$ cat config.mk
export PLATFORM = sky130hd
export DESIGN_NAME = object_pack_deframer
export DESIGN_NICKNAME = d
export VERILOG_FILES = /design/src/design/opd_pkg.sv /design/src/design/opd_front.sv /design/src/design/opd_queue.sv /design/src/design/opd_back.sv /design/src/design/object_pack_deframer.sv
export SDC_FILE = /design/constraint.sdc
export NUM_CORES = 1
export LEC_CHECK = 0
export ABC_AREA = 1
export BUFFER_PORTS_ARGS = -buffer_cell sky130_fd_sc_hd__buf_4
export CAP_MARGIN = 10
export CELL_PAD_IN_SITES_DETAIL_PLACEMENT = 1
export CELL_PAD_IN_SITES_GLOBAL_PLACEMENT = 2
export CORE_MARGIN = 2
export CORE_UTILIZATION = 33
export CTS_CLUSTER_DIAMETER = 60
export DETAILED_ROUTE_END_ITERATION = 12
export PLACE_DENSITY_LB_ADDON = 0.1
export SYNTH_ARGS = -nofsm -noshare
export SYNTH_HDL_FRONTEND = slang
export SYNTH_SLANG_ARGS = --single-unit
$ cat constraint.sdc
create_clock -name clk -period 2.5 [get_ports clk]
set_input_delay 0.25 -clock clk [delete_from_list [all_inputs] [get_ports clk]]
set_output_delay 0.25 -clock clk [all_outputs]
set_load 0.01 [all_outputs]
$ cat src/design/opd_pkg.sv
// Shared types, codes and constants of the pack deframer.
`default_nettype none

package opd_pkg;

	localparam int HEADER_LEN  = 16;
	localparam int MAGIC_LEN   = 8;
	localparam int VERSION_END = 12;
	localparam int SIZE_LEN    = 8;
	localparam int QUEUE_DEPTH = 2;
	localparam logic [31:0] VERSION_RESET = 32'd1;

	typedef enum logic [2:0] {
		PH_HEADER,
		PH_TYPE,
		PH_HLEN,
		PH_HASH,
		PH_SIZE,
		PH_DATA,
		PH_TRAIL,
		PH_DISCARD
	} phase_t;

	typedef enum logic [2:0] {
		KIND_HEADER,
		KIND_TYPE,
		KIND_HASH_LEN,
		KIND_HASH,
		KIND_SIZE,
		KIND_DATA,
		KIND_TRAILING,
		KIND_DISCARDED
	} kind_t;

	typedef enum logic [2:0] {
		ST_OK,
		ST_TOO_SMALL,
		ST_BAD_MAGIC,
		ST_BAD_VERSION,
		ST_TRUNC_PACK,
		ST_TRUNC_HASH,
		ST_TRUNC_SIZE,
		ST_TRUNC_DATA
	} status_t;

	// One word as it travels from the front to the back.
	typedef struct packed {
		logic [7:0] value;
		logic       last;
		logic       zero;
	} word_t;

	function automatic logic [7:0] magic_byte(input logic [2:0] pos);
		logic [7:0] m;
		unique case (pos)
			3'd0: m = 8'h44;
			3'd1: m = 8'h4E;
			3'd2: m = 8'h59;
			3'd3: m = 8'h50;
			3'd4: m = 8'h41;
			3'd5: m = 8'h43;
			3'd6: m = 8'h4B;
			3'd7: m = 8'h00;
		endcase
		return m;
	endfunction

endpackage

`default_nettype wire

$ cat src/design/opd_front.sv
// Front stage: takes input words, flags zero bytes and feeds the queue.
`default_nettype none

module opd_front (
	input  wire               clk,
	input  wire               arst_n,
	input  wire               in_valid,
	output logic              in_stall,
	input  wire  [7:0]        data_byte,
	input  wire               end_of_pack,
	input  wire               q_full,
	output logic              push,
	output opd_pkg::word_t    push_word
);

	logic           s1_valid_q;
	opd_pkg::word_t word_s1;

	// hold the word while the queue is full
	assign in_stall  = s1_valid_q && q_full;
	assign push      = s1_valid_q && !q_full;
	assign push_word = word_s1;

	always_ff @(posedge clk or negedge arst_n) begin
		if (!arst_n) begin
			s1_valid_q <= 1'b0;
		end else if (!in_stall) begin
			s1_valid_q <= in_valid;
		end
	end

	always_ff @(posedge clk) begin
		if (!in_stall && in_valid) begin
			word_s1.value <= data_byte;
			word_s1.last  <= end_of_pack;
			word_s1.zero  <= (data_byte == 8'd0);
		end
	end

endmodule

`default_nettype wire

$ cat src/design/opd_queue.sv
// Short word queue between the front and the back.
`default_nettype none

module opd_queue #(
	parameter int DEPTH = opd_pkg::QUEUE_DEPTH
) (
	input  wire               clk,
	input  wire               arst_n,
	input  wire               push,
	input  opd_pkg::word_t    push_word,
	output logic              full,
	input  wire               pop,
	output logic              nonempty,
	output opd_pkg::word_t    pop_word
);

	localparam int PTR_W = $clog2(DEPTH);
	localparam int CNT_W = $clog2(DEPTH + 1);

	opd_pkg::word_t     slot_q [DEPTH];
	logic [PTR_W-1:0]   wr_ptr_q;
	logic [PTR_W-1:0]   rd_ptr_q;
	logic [CNT_W-1:0]   count_q;
	logic               do_push;
	logic               do_pop;

	assign full     = (count_q == CNT_W'(DEPTH));
	assign nonempty = (count_q != '0);
	assign pop_word = slot_q[rd_ptr_q];
	assign do_push  = push && !full;
	assign do_pop   = pop && nonempty;

	function automatic logic [PTR_W-1:0] advance(input logic [PTR_W-1:0] p);
		return (p == PTR_W'(DEPTH - 1)) ? '0 : p + PTR_W'(1);
	endfunction

	always_ff @(posedge clk or negedge arst_n) begin
		if (!arst_n) begin
			wr_ptr_q <= '0;
			rd_ptr_q <= '0;
			count_q  <= '0;
		end else begin
			if (do_push) wr_ptr_q <= advance(wr_ptr_q);
			if (do_pop) rd_ptr_q <= advance(rd_ptr_q);
			if (do_push && !do_pop) count_q <= count_q + CNT_W'(1);
			else if (do_pop && !do_push) count_q <= count_q - CNT_W'(1);
		end
	end

	always_ff @(posedge clk) begin
		if (do_push) slot_q[wr_ptr_q] <= push_word;
	end

endmodule

`default_nettype wire

$ cat src/design/opd_back.sv
// Back stage: pack parser state machine and result register.
`default_nettype none

module opd_back (
	input  wire               clk,
	input  wire               arst_n,
	input  wire  [31:0]       expected_version,
	input  wire               q_nonempty,
	input  opd_pkg::word_t    q_word,
	output logic              pop,
	output logic              out_valid,
	input  wire               out_stall,
	output logic [2:0]        byte_kind,
	output logic [7:0]        byte_value,
	output logic [31:0]       entry_number,
	output logic              field_end,
	output logic [2:0]        status,
	output logic              outcome_final
);

	opd_pkg::phase_t  phase_q, phase_n;
	logic [3:0]       hpos_q, hpos_n;
	logic             magic_bad_q, magic_bad_n;
	logic [31:0]      version_q, version_n;
	logic [31:0]      count_q, count_n;
	logic             count_nz_q, count_nz_n;
	logic [31:0]      done_q, done_n;
	logic [7:0]       hash_rem_q, hash_rem_n;
	logic [63:0]      size_q, size_n;
	logic             size_nz_q, size_nz_n;
	logic [63:0]      data_rem_q, data_rem_n;
	logic [2:0]       size_cnt_q, size_cnt_n;
	opd_pkg::status_t held_q, held_n;

	opd_pkg::kind_t   kind;
	opd_pkg::status_t st;
	opd_pkg::status_t err_code;
	logic             err, ok, entry_fin, fend, fin;
	logic             out_valid_q;

	// take a word whenever the result register is free or being emptied
	assign pop       = q_nonempty && (!out_valid_q || !out_stall);
	assign out_valid = out_valid_q;

	always_comb begin
		phase_n     = phase_q;
		hpos_n      = hpos_q;
		magic_bad_n = magic_bad_q;
		version_n   = version_q;
		count_n     = count_q;
		count_nz_n  = count_nz_q;
		done_n      = done_q;
		hash_rem_n  = hash_rem_q;
		size_n      = size_q;
		size_nz_n   = size_nz_q;
		data_rem_n  = data_rem_q;
		size_cnt_n  = size_cnt_q;
		held_n      = held_q;
		kind        = opd_pkg::KIND_DISCARDED;
		st          = opd_pkg::ST_OK;
		err_code    = opd_pkg::ST_OK;
		err         = 1'b0;
		ok          = 1'b0;
		entry_fin   = 1'b0;
		fend        = 1'b0;
		fin         = 1'b0;

		unique case (phase_q)
			opd_pkg::PH_HEADER: begin
				kind   = opd_pkg::KIND_HEADER;
				hpos_n = hpos_q + 4'd1;
				if (hpos_q < 4'(opd_pkg::MAGIC_LEN)) begin
					if (q_word.value != opd_pkg::magic_byte(hpos_q[2:0])) magic_bad_n = 1'b1;
				end else if (hpos_q < 4'(opd_pkg::VERSION_END)) begin
					version_n = {version_q[23:0], q_word.value};
				end else begin
					count_n    = {count_q[23:0], q_word.value};
					count_nz_n = count_nz_q || !q_word.zero;
				end
				// bad magic outranks bad version; a zero count ends the pack here
				if (hpos_q == 4'(opd_pkg::HEADER_LEN - 1)) begin
					if (magic_bad_q) begin
						err = 1'b1; err_code = opd_pkg::ST_BAD_MAGIC;
					end else if (version_q != expected_version) begin
						err = 1'b1; err_code = opd_pkg::ST_BAD_VERSION;
					end else if (!count_nz_n) begin
						ok = 1'b1;
					end else if (q_word.last) begin
						err = 1'b1; err_code = opd_pkg::ST_TRUNC_PACK;
					end else begin
						phase_n = opd_pkg::PH_TYPE;
					end
				end else if (q_word.last) begin
					err = 1'b1; err_code = opd_pkg::ST_TOO_SMALL;
				end
			end
			opd_pkg::PH_TYPE: begin
				kind = opd_pkg::KIND_TYPE;
				if (q_word.last) begin
					err = 1'b1; err_code = opd_pkg::ST_TRUNC_HASH;
				end else begin
					phase_n = opd_pkg::PH_HLEN;
				end
			end
			opd_pkg::PH_HLEN: begin
				kind       = opd_pkg::KIND_HASH_LEN;
				hash_rem_n = q_word.value;
				size_n     = '0;
				size_nz_n  = 1'b0;
				size_cnt_n = '0;
				if (q_word.zero) begin
					if (q_word.last) begin
						err = 1'b1; err_code = opd_pkg::ST_TRUNC_SIZE;
					end else begin
						phase_n = opd_pkg::PH_SIZE;
					end
				end else if (q_word.last) begin
					err = 1'b1; err_code = opd_pkg::ST_TRUNC_HASH;
				end else begin
					phase_n = opd_pkg::PH_HASH;
				end
			end
			opd_pkg::PH_HASH: begin
				kind       = opd_pkg::KIND_HASH;
				hash_rem_n = hash_rem_q - 8'd1;
				if (hash_rem_q == 8'd1) begin
					fend = 1'b1;
					if (q_word.last) begin
						err = 1'b1; err_code = opd_pkg::ST_TRUNC_SIZE;
					end else begin
						phase_n = opd_pkg::PH_SIZE;
					end
				end else if (q_word.last) begin
					err = 1'b1; err_code = opd_pkg::ST_TRUNC_HASH;
				end
			end
			opd_pkg::PH_SIZE: begin
				kind       = opd_pkg::KIND_SIZE;
				size_n     = {size_q[55:0], q_word.value};
				size_nz_n  = size_nz_q || !q_word.zero;
				size_cnt_n = size_cnt_q + 3'd1;
				if (size_cnt_q == 3'(opd_pkg::SIZE_LEN - 1)) begin
					fend       = 1'b1;
					data_rem_n = size_n;
					if (!size_nz_n) begin
						entry_fin = 1'b1;
					end else if (q_word.last) begin
						err = 1'b1; err_code = opd_pkg::ST_TRUNC_DATA;
					end else begin
						phase_n = opd_pkg::PH_DATA;
					end
				end else if (q_word.last) begin
					err = 1'b1; err_code = opd_pkg::ST_TRUNC_SIZE;
				end
			end
			opd_pkg::PH_DATA: begin
				kind       = opd_pkg::KIND_DATA;
				data_rem_n = data_rem_q - 64'd1;
				if (data_rem_q == 64'd1) begin
					fend      = 1'b1;
					entry_fin = 1'b1;
				end else if (q_word.last) begin
					err = 1'b1; err_code = opd_pkg::ST_TRUNC_DATA;
				end
			end
			opd_pkg::PH_TRAIL: begin
				kind = opd_pkg::KIND_TRAILING;
				st   = held_q;
			end
			opd_pkg::PH_DISCARD: begin
				kind = opd_pkg::KIND_DISCARDED;
				st   = held_q;
			end
		endcase

		if (entry_fin) begin
			done_n = done_q + 32'd1;
			if (done_n == count_q) begin
				ok = 1'b1;
			end else if (q_word.last) begin
				err = 1'b1; err_code = opd_pkg::ST_TRUNC_PACK;
			end else begin
				phase_n = opd_pkg::PH_TYPE;
			end
		end

		if (err) begin
			held_n  = err_code;
			st      = err_code;
			fin     = 1'b1;
			phase_n = opd_pkg::PH_DISCARD;
		end else if (ok) begin
			held_n  = opd_pkg::ST_OK;
			st      = opd_pkg::ST_OK;
			fin     = 1'b1;
			phase_n = opd_pkg::PH_TRAIL;
		end

		// drop all parse state at the end of the buffer
		if (q_word.last) begin
			phase_n     = opd_pkg::PH_HEADER;
			hpos_n      = '0;
			magic_bad_n = 1'b0;
			version_n   = '0;
			count_n     = '0;
			count_nz_n  = 1'b0;
			done_n      = '0;
			hash_rem_n  = '0;
			size_n      = '0;
			size_nz_n   = 1'b0;
			data_rem_n  = '0;
			size_cnt_n  = '0;
			held_n      = opd_pkg::ST_OK;
		end
	end

	always_ff @(posedge clk or negedge arst_n) begin
		if (!arst_n) begin
			phase_q     <= opd_pkg::PH_HEADER;
			hpos_q      <= '0;
			magic_bad_q <= 1'b0;
			version_q   <= '0;
			count_q     <= '0;
			count_nz_q  <= 1'b0;
			done_q      <= '0;
			hash_rem_q  <= '0;
			size_q      <= '0;
			size_nz_q   <= 1'b0;
			data_rem_q  <= '0;
			size_cnt_q  <= '0;
			held_q      <= opd_pkg::ST_OK;
		end else if (pop) begin
			phase_q     <= phase_n;
			hpos_q      <= hpos_n;
			magic_bad_q <= magic_bad_n;
			version_q   <= version_n;
			count_q     <= count_n;
			count_nz_q  <= count_nz_n;
			done_q      <= done_n;
			hash_rem_q  <= hash_rem_n;
			size_q      <= size_n;
			size_nz_q   <= size_nz_n;
			data_rem_q  <= data_rem_n;
			size_cnt_q  <= size_cnt_n;
			held_q      <= held_n;
		end
	end

	always_ff @(posedge clk or negedge arst_n) begin
		if (!arst_n) begin
			out_valid_q <= 1'b0;
		end else if (!out_valid_q || !out_stall) begin
			out_valid_q <= q_nonempty;
		end
	end

	always_ff @(posedge clk) begin
		if (pop) begin
			byte_kind     <= kind;
			byte_value    <= q_word.value;
			entry_number  <= done_q;
			field_end     <= fend;
			status        <= st;
			outcome_final <= fin;
		end
	end

`ifndef SYNTH
	a_final_kind: assert property (@(posedge clk) disable iff (!arst_n)
		out_valid_q && outcome_final |->
			byte_kind != opd_pkg::KIND_TRAILING && byte_kind != opd_pkg::KIND_DISCARDED)
		else $error("outcome settled on a trailing or discarded word");

	a_fend_kind: assert property (@(posedge clk) disable iff (!arst_n)
		out_valid_q && field_end |->
			byte_kind == opd_pkg::KIND_HASH || byte_kind == opd_pkg::KIND_SIZE ||
			byte_kind == opd_pkg::KIND_DATA)
		else $error("field end on a word outside hash, size or data");

	a_trail_ok: assert property (@(posedge clk) disable iff (!arst_n)
		phase_q == opd_pkg::PH_TRAIL |-> held_q == opd_pkg::ST_OK)
		else $error("trailing phase with an error held");

	a_last_clears: assert property (@(posedge clk) disable iff (!arst_n)
		pop && q_word.last |=> phase_q == opd_pkg::PH_HEADER && hpos_q == 4'd0)
		else $error("parse state not cleared after the last word");
`endif

endmodule

`default_nettype wire

$ cat src/design/object_pack_deframer.sv
// Pack deframer top level: configuration register, front, queue and back.
// A word passes through the front register, a queue slot and the back result register.
// Throughput: one word per cycle while out_stall is low; the per-byte parse state loop in the back sets it.
// Reset: arst_n clears all parse and handshake state at once; expected_version returns to 1.
// No clearing pass: the block takes words from the first cycle after reset.
`default_nettype none

module object_pack_deframer #(
	parameter int QUEUE_DEPTH = opd_pkg::QUEUE_DEPTH
) (
	input  wire         clk,
	input  wire         arst_n,
	input  wire         psel,
	input  wire         penable,
	input  wire         pwrite,
	input  wire  [1:0]  paddr,
	input  wire  [31:0] pwdata,
	output logic [31:0] prdata,
	output logic        pready,
	input  wire         in_valid,
	output logic        in_stall,
	input  wire  [7:0]  data_byte,
	input  wire         end_of_pack,
	output logic        out_valid,
	input  wire         out_stall,
	output logic [2:0]  byte_kind,
	output logic [7:0]  byte_value,
	output logic [31:0] entry_number,
	output logic        field_end,
	output logic [2:0]  status,
	output logic        outcome_final
);

	logic [31:0]    expected_version_q;
	logic           reg_hit;
	logic           q_full;
	logic           q_push;
	logic           q_nonempty;
	logic           q_pop;
	opd_pkg::word_t push_word;
	opd_pkg::word_t pop_word;

	assign pready  = 1'b1;
	assign reg_hit = (paddr == 2'd0);
	assign prdata  = reg_hit ? expected_version_q : 32'd0;

	always_ff @(posedge clk or negedge arst_n) begin
		if (!arst_n) begin
			expected_version_q <= opd_pkg::VERSION_RESET;
		end else if (psel && penable && pwrite && reg_hit) begin
			expected_version_q <= pwdata;
		end
	end

	opd_front u_front (
		.clk         (clk),
		.arst_n      (arst_n),
		.in_valid    (in_valid),
		.in_stall    (in_stall),
		.data_byte   (data_byte),
		.end_of_pack (end_of_pack),
		.q_full      (q_full),
		.push        (q_push),
		.push_word   (push_word)
	);

	opd_queue #(
		.DEPTH (QUEUE_DEPTH)
	) u_queue (
		.clk       (clk),
		.arst_n    (arst_n),
		.push      (q_push),
		.push_word (push_word),
		.full      (q_full),
		.pop       (q_pop),
		.nonempty  (q_nonempty),
		.pop_word  (pop_word)
	);

	opd_back u_back (
		.clk              (clk),
		.arst_n           (arst_n),
		.expected_version (expected_version_q),
		.q_nonempty       (q_nonempty),
		.q_word           (pop_word),
		.pop              (q_pop),
		.out_valid        (out_valid),
		.out_stall        (out_stall),
		.byte_kind        (byte_kind),
		.byte_value       (byte_value),
		.entry_number     (entry_number),
		.field_end        (field_end),
		.status           (status),
		.outcome_final    (outcome_final)
	);

endmodule

`default_nettype wire

# Word-level counts from Yosys, hierarchy flattened
# Memories as Yosys holds them, arrays and structs flattened.
# Cells that the tools add are included.
[totals]
memories = 2
regBits = 336
input_bits = 50
wordCells = 212
rom_bits = 48
ram_bits = 20
[memory_table]
columns = ["memory", "words", "width", "read_ports", "rd_clocked_by_memory_dff", "write_ports", "line_no", "text"]
rows = [
  ["(name not given)", 8, 6, 1, 0, 0, "opd_pkg.sv:55", "unique case (pos)"],
  ["u_queue.slot_q", 2, 10, 1, 0, 1, "opd_queue.sv:20", "opd_pkg::word_t slot_q [DEPTH];"],
]
[classes]
eq_ne = 18
n_reduce_logical = 46
add_sub_neg = 9
n_lt_le_gt_ge = 2
muxes = 107
[ops]
columns = ["op", "count"]
rows = [
  ["32-bit 2-to-1 mux", 11],
  ["64-bit 2-to-1 mux", 2],
  ["64-bit one-hot mux with 2 select lines", 1],
  ["56-bit one-hot mux with 2 select lines", 1],
  ["3-bit 2-to-1 mux", 36],
  ["64-bit by 1-bit equality test with 1-bit output (second input constant)", 1],
  ["64-bit by 1-bit subtractor with 64-bit output (second input constant)", 1],
  ["56-bit 2-to-1 mux", 1],
  ["1-bit 2-to-1 mux", 39],
  ["32-bit by 1-bit adder with 32-bit output (second input constant)", 1],
  ["32-bit equality test", 1],
  ["32-bit != test", 1],
  ["8-bit 2-to-1 mux", 3],
  ["3-bit one-hot mux with 8 select lines", 1],
  ["3-bit one-hot mux with 6 select lines", 1],
  ["8-bit one-hot mux with 2 select lines", 1],
  ["3-bit equality test (second input constant)", 5],
  ["3-bit one-hot mux with 5 select lines", 1],
  ["2-bit nonzero test", 7],
  ["4-bit AND reduction", 3],
  ["3-bit nonzero test", 4],
  ["1-bit logical AND", 11],
  ["2-bit AND reduction", 5],
  ["8-bit by 1-bit equality test with 1-bit output (second input constant)", 1],
  ["28 further kinds", 43],
]

# Longest topological paths before layout
# An unclocked memory read counts as a cell.
[depth]
word_depth = 16
ltp_mapped = 22

# Cells and area by module
# Synthesis repeated with hierarchy kept, for this count alone.
[hier_totals]
cells_unflattened = 2276
hier_area_um2 = 18445.2
[modules_own_cells]
columns = ["mod", "area_per_inst_um2", "n_inst", "cells_per_inst"]
rows = [
  ["opd_back", 15507.4, 1, 1955],
  ["object_pack_deframer", 1587.8, 1, 212],
  ["opd_queue", 972.2, 1, 84],
  ["opd_front", 377.9, 1, 25],
]

# Worst setup path after synthesis
# OpenSTA, ideal clock, no wires.
[synth_timing]
kind = "flip-flop to flip-flop"
startpoint = "register u_back.out_valid_q, in the netlist u_back.out_valid"
endpoint = "register u_back.size_q[46]"
stages_incl_launch_ff = 10
slack_ns = -0.360
synth_period_minus_slack_ns = 2.860
arrival_time_ns = 2.783
required_ns = 2.423
path_buffers = 2
path_cell_list = "dfrtp_1 > nand2_1 > o21ai_0 > inv_1 > o31ai_2 > inv_1 > clkbuf_1 > clkbuf_1 > nand3_1 > o21ai_1"
[synth_between]
elab_chain_len = 4
[synth_rtl]
columns = ["item", "line_no", "text"]
rows = [
  ["from (decl)", "opd_back.sv:39", "logic out_valid_q;"],
  ["from (signal assigned)", "opd_back.sv:253", "out_valid_q <= q_nonempty;"],
  ["1-bit zero test", "opd_back.sv:42", "assign pop = q_nonempty && (!out_valid_q || !out_stall);"],
  ["1-bit logical OR", "opd_back.sv:42", ""],
  ["1-bit logical AND", "opd_back.sv:42", ""],
  ["named net q_pop", "object_pack_deframer.sv:39", "logic q_pop;"],
  ["2-bit AND reduction (no line)", "--", ""],
  ["to (signal assigned)", "opd_back.sv:241", "size_q <= size_n;"],
  ["to (decl)", "opd_back.sv:29", "logic [63:0] size_q, size_n;"],
]
# The timed path passes the listed nets, and every way through them passes these cells.
# A chain may end at the register's enable or synchronous reset.

# Worst setup path after layout
[layout_timing]
startpoint = "register u_back.done_q[1]"
endpoint = "register u_back.phase_q[1]"
[layout_between]
elab_chain_len = 7
elab_cells_between_ends = 11
cone_classes = "1 x add/sub; 1 x eq/ne; 9 x mux"
[layout_rtl]
columns = ["item", "line_no", "text"]
rows = [
  ["from (decl)", "opd_back.sv:27", "logic [31:0] done_q, done_n;"],
  ["from (signal assigned)", "opd_back.sv:239", "done_q <= done_n;"],
  ["32-bit by 1-bit adder with 32-bit output *", "opd_back.sv:177", "done_n = done_q + 32'd1;"],
  ["32-bit equality test *", "opd_back.sv:178", "if (done_n == count_q) begin"],
  ["3-bit 2-to-1 mux / 1-bit 2-to-1 mux (equally long branches)", "opd_back.sv:178", ""],
  ["3-bit 2-to-1 mux / 1-bit 2-to-1 mux (equally long branches)", "opd_back.sv:176", "if (entry_fin) begin"],
  ["3-bit 2-to-1 mux", "opd_back.sv:192", "end else if (ok) begin"],
  ["3-bit 2-to-1 mux *", "opd_back.sv:187", "if (err) begin"],
  ["3-bit 2-to-1 mux *", "opd_back.sv:200", "if (q_word.last) begin"],
  ["to (signal assigned)", "opd_back.sv:219", "phase_q <= opd_pkg::PH_HEADER;"],
  ["to (signal assigned)", "opd_back.sv:233", "phase_q <= phase_n;"],
  ["to (decl)", "opd_back.sv:21", "opd_pkg::phase_t phase_q, phase_n;"],
]
# Every way passes the cells marked *; elsewhere a longest branch is shown, timed or not.

==> impl_metrics.ini <==
[sta]
period_share = 1.01
finalHoldViolCount = 0
clock.fmax_ghz = 0.397
skew_ps = 13.9
setup-violations-final = 1
tightest_slew_ps = 1050
slew_headroom = 0.300
fin_crit_ps = 2520
fin_ws_ps = -18.7
rsz0062_at_grt = true
drv_slew = 0
fin_hold_ws_ps = 255

[finish]
finalNetCount = 2731
layout_common_cells = nand2_1 (409), buf_4 (344), inv_1 (317)
drive_gt1_frac = 0.222
instances_no_fill = 3453
diodes = 0
final_common_cell = nand2_1
areaGrowthSynthToFinish_pct = 32.5

[clocking]
cts_tree = yes
cts_buffers = 46
insertion_delay_ps = 580
cts_sinks = 356
root_buffer = clkbuf_16
htree_levels = 2
clk_path_buf_depth = 3
clk_pin_slew_ps = 50

[grt]
grt_pass1_wl_mm = 100
grt_max_degree = 94
grt_pass1_vias = 17800
globalRouteOverflowTotal = 0
antenna_found_initial = 0
grt_use_total = 0.223

[floorplan]
boundaryPins = 133
die_width_um = 240
dieArea_mm2 = 0.0578
rows = 86
die_y_um = 240
start_util = 0.334
core_mm2 = 0.0552

[logic_synthesis]
synth_cell_type_count = 59
netlist_top_cells_area = dfrtp_1 (38%), edfxtp_1 (13%), nand2_1 (8.7%), inv_1 (6.6%), o21ai_0 (5.8%)
netlist_area_mm2 = 0.0184
synth_top_cell_area_share = 0.376
ys_warn_count = 0
ys.flop_type = dfrtp_1
ys_seq_area_frac = 0.504
async_flop_share = 0.781
yosysTopAreaCell = dfrtp_1
synth_edf_count = 78
synth_cells = 2290
syn_area_per_cell_um2 = 8.05
syn_nets = 2352
ys_ff_latch = 356

[status]
violations = setup timing
outcome = complete, but fails checks

[place]
dp_hpwl_mm = 45.3
gp_congestion = 0.825
placedCellCount = 3284
io_buffer_count = 131
dp_slack_ps = -202

[route]
vias = 17000
drc_errors = 0
wire_per_inst_um = 18.4
ant_nets = 0
viasPerCell = 4.94
drtIter0Drc = 964
dr.pass1.iters = 5
wl_mm = 63.4

[setup_path]
cp_max_fo = 5
start_kind = flip-flop
worst_ep_required_time_ps = 2960
criticalPathCategory = reg2reg
cp.arrival_ps = 2980
ff2ff_path_depth = 19
end_kind = flip-flop

[pwr]
p_leak_uw = 0.0114
ir_drop_v = 0.000677
power.density_mw_per_mm2 = 1190

[hold_path]
hold_class = in2async

[run]
cap_viol_max_count = 0
## sequential cells by signal (all words and copies together), names as in the netlist, 3 cells and up
register,count
u_back.data_rem_q,64
u_queue.slot_q,20
u_back.version_q,32
u_back.status,3
u_back.count_q,32
u_back.hash_rem_q,8
u_back.byte_kind,3
u_back.held_q,3
u_front.push_word,10
u_back.phase_q,3
expected_version_q,32
u_back.size_cnt_q,3
u_back.done_q,32
u_back.entry_number,32
u_back.byte_value,8
u_back.hpos_q,4
u_back.size_q,56
## per-stage QoR
stage	power [uW]	util	instance area (um^2)	TNS (ps)
final	29000	0.443	24400	-18.7
after global routing	30900	0.443	24400	-1650
after CTS	28700	0.435	24000	-227
after detailed placement	21400	0.394	21800	-1330
after global placement	21100	0.394	21800	-661
after floorplan	15300	-	18500	0
## synth_stat cells (all sizes together), types with 2 or more instances
library cell,count
nand2,453
inv,333
nor2,303
dfrtp,277
o21ai,237
nand3,170
a21oi,101
edfxtp,78
o22ai,71
clkbuf,56
xor2,50
nand4,34
buf,26
nor3,24
ha,12
xnor2,9
nor4,8
or2,8
o211ai,7
o221ai,7
a2111oi,3
a31o,2
a32o,2
and2,2
clkinv,2
o21bai,2
o31ai,2
## final timing paths
kind                                            from               endpoint  slack (ps)
worst max-delay path                u_back.done_q[1]      u_back.phase_q[1]         -20
worst min-delay path                          arst_n     u_back.count_q[16]         250
worst max register to register      u_back.done_q[1]      u_back.phase_q[1]         -20
worst min register to register  u_front.push_word[4]   u_queue.slot_q[1][4]         450
max in group asynchronous                     arst_n  expected_version_q[0]        1510
min in group clk                             penable  expected_version_q[0]         360
## power by group
group | total, uW | switching [uW] | internal [uW] | leakage (uW)
registers | 8260 | 821 | 7440 | 0.00447
logic | 13800 | 8820 | 5010 | 0.00619
clock network | 6860 | 2780 | 4080 | 0.000770
## layer usage
| metal | vias up | routed length, um | track usage |
|---|---|---|---|
| li1 | 8240 | - | - |
| met1 | 8447 | 31200 | 0.319 |
| met2 | 274 | 28800 | 0.355 |
| met3 | 85 | 2020 | 0.0290 |
| met4 | 0 | 1420 | 0.0565 |
| met5 | - | 0 | 0 |
## cells by family (layout without fill, tap and decap cells)
family                   Yosys count  after routing  synth area share
buffers and inverters            417            831            0.0870
AND/OR/NAND/NOR                 1004           1005             0.240
XOR/XNOR                          60             60            0.0292
AO/OA/AOI/OAI                    440            440             0.131
other                              1              1          0.000203
flip-flops                       356            356             0.504
adder cells (fa/ha/maj)           12             12           0.00814
## repair_timing
action | 4_1_cts | 5_1_grt
gates resized for setup | 31 | 83
endpoints found under the setup margin | 12 | 79
hold endpoints to repair | 98 | 0
buffers inserted | 20 | 20
gates cloned | 1 | 0
pin swaps | 29 | 36
hold buffers | 44 | 0
## layout make-up
type | count | area [um^2]
Sequential cell | 356 | 9310
Clock inverter | 26 | 248
Multi-Input combinational cell | 1518 | 7890
Clock buffer | 58 | 1320
Tap cell | 748 | 936
Inverter | 335 | 1270
Fill cell | 6563 | 30800
Timing Repair Buffer | 412 | 3460
## critical path, cell delays in order (launching register included)
cell and delay [ps]:
dfrtp_1 360, buf_4 130, inv_1 70, nor2_4 250, buf_6 150, nand3_4 90, nor2_4 170, buf_4 130
xnor3_1 110, nand2_1 80, nor2_4 130, nand2_2 80, nor2_4 140, nand2_2 70, nand2_2 80, nand2_4 70
clkinv_4 60, nand2_4 60, o21ai_2 100, nand2_1 60
Note: power is estimated with default switching activity, not from simulation.
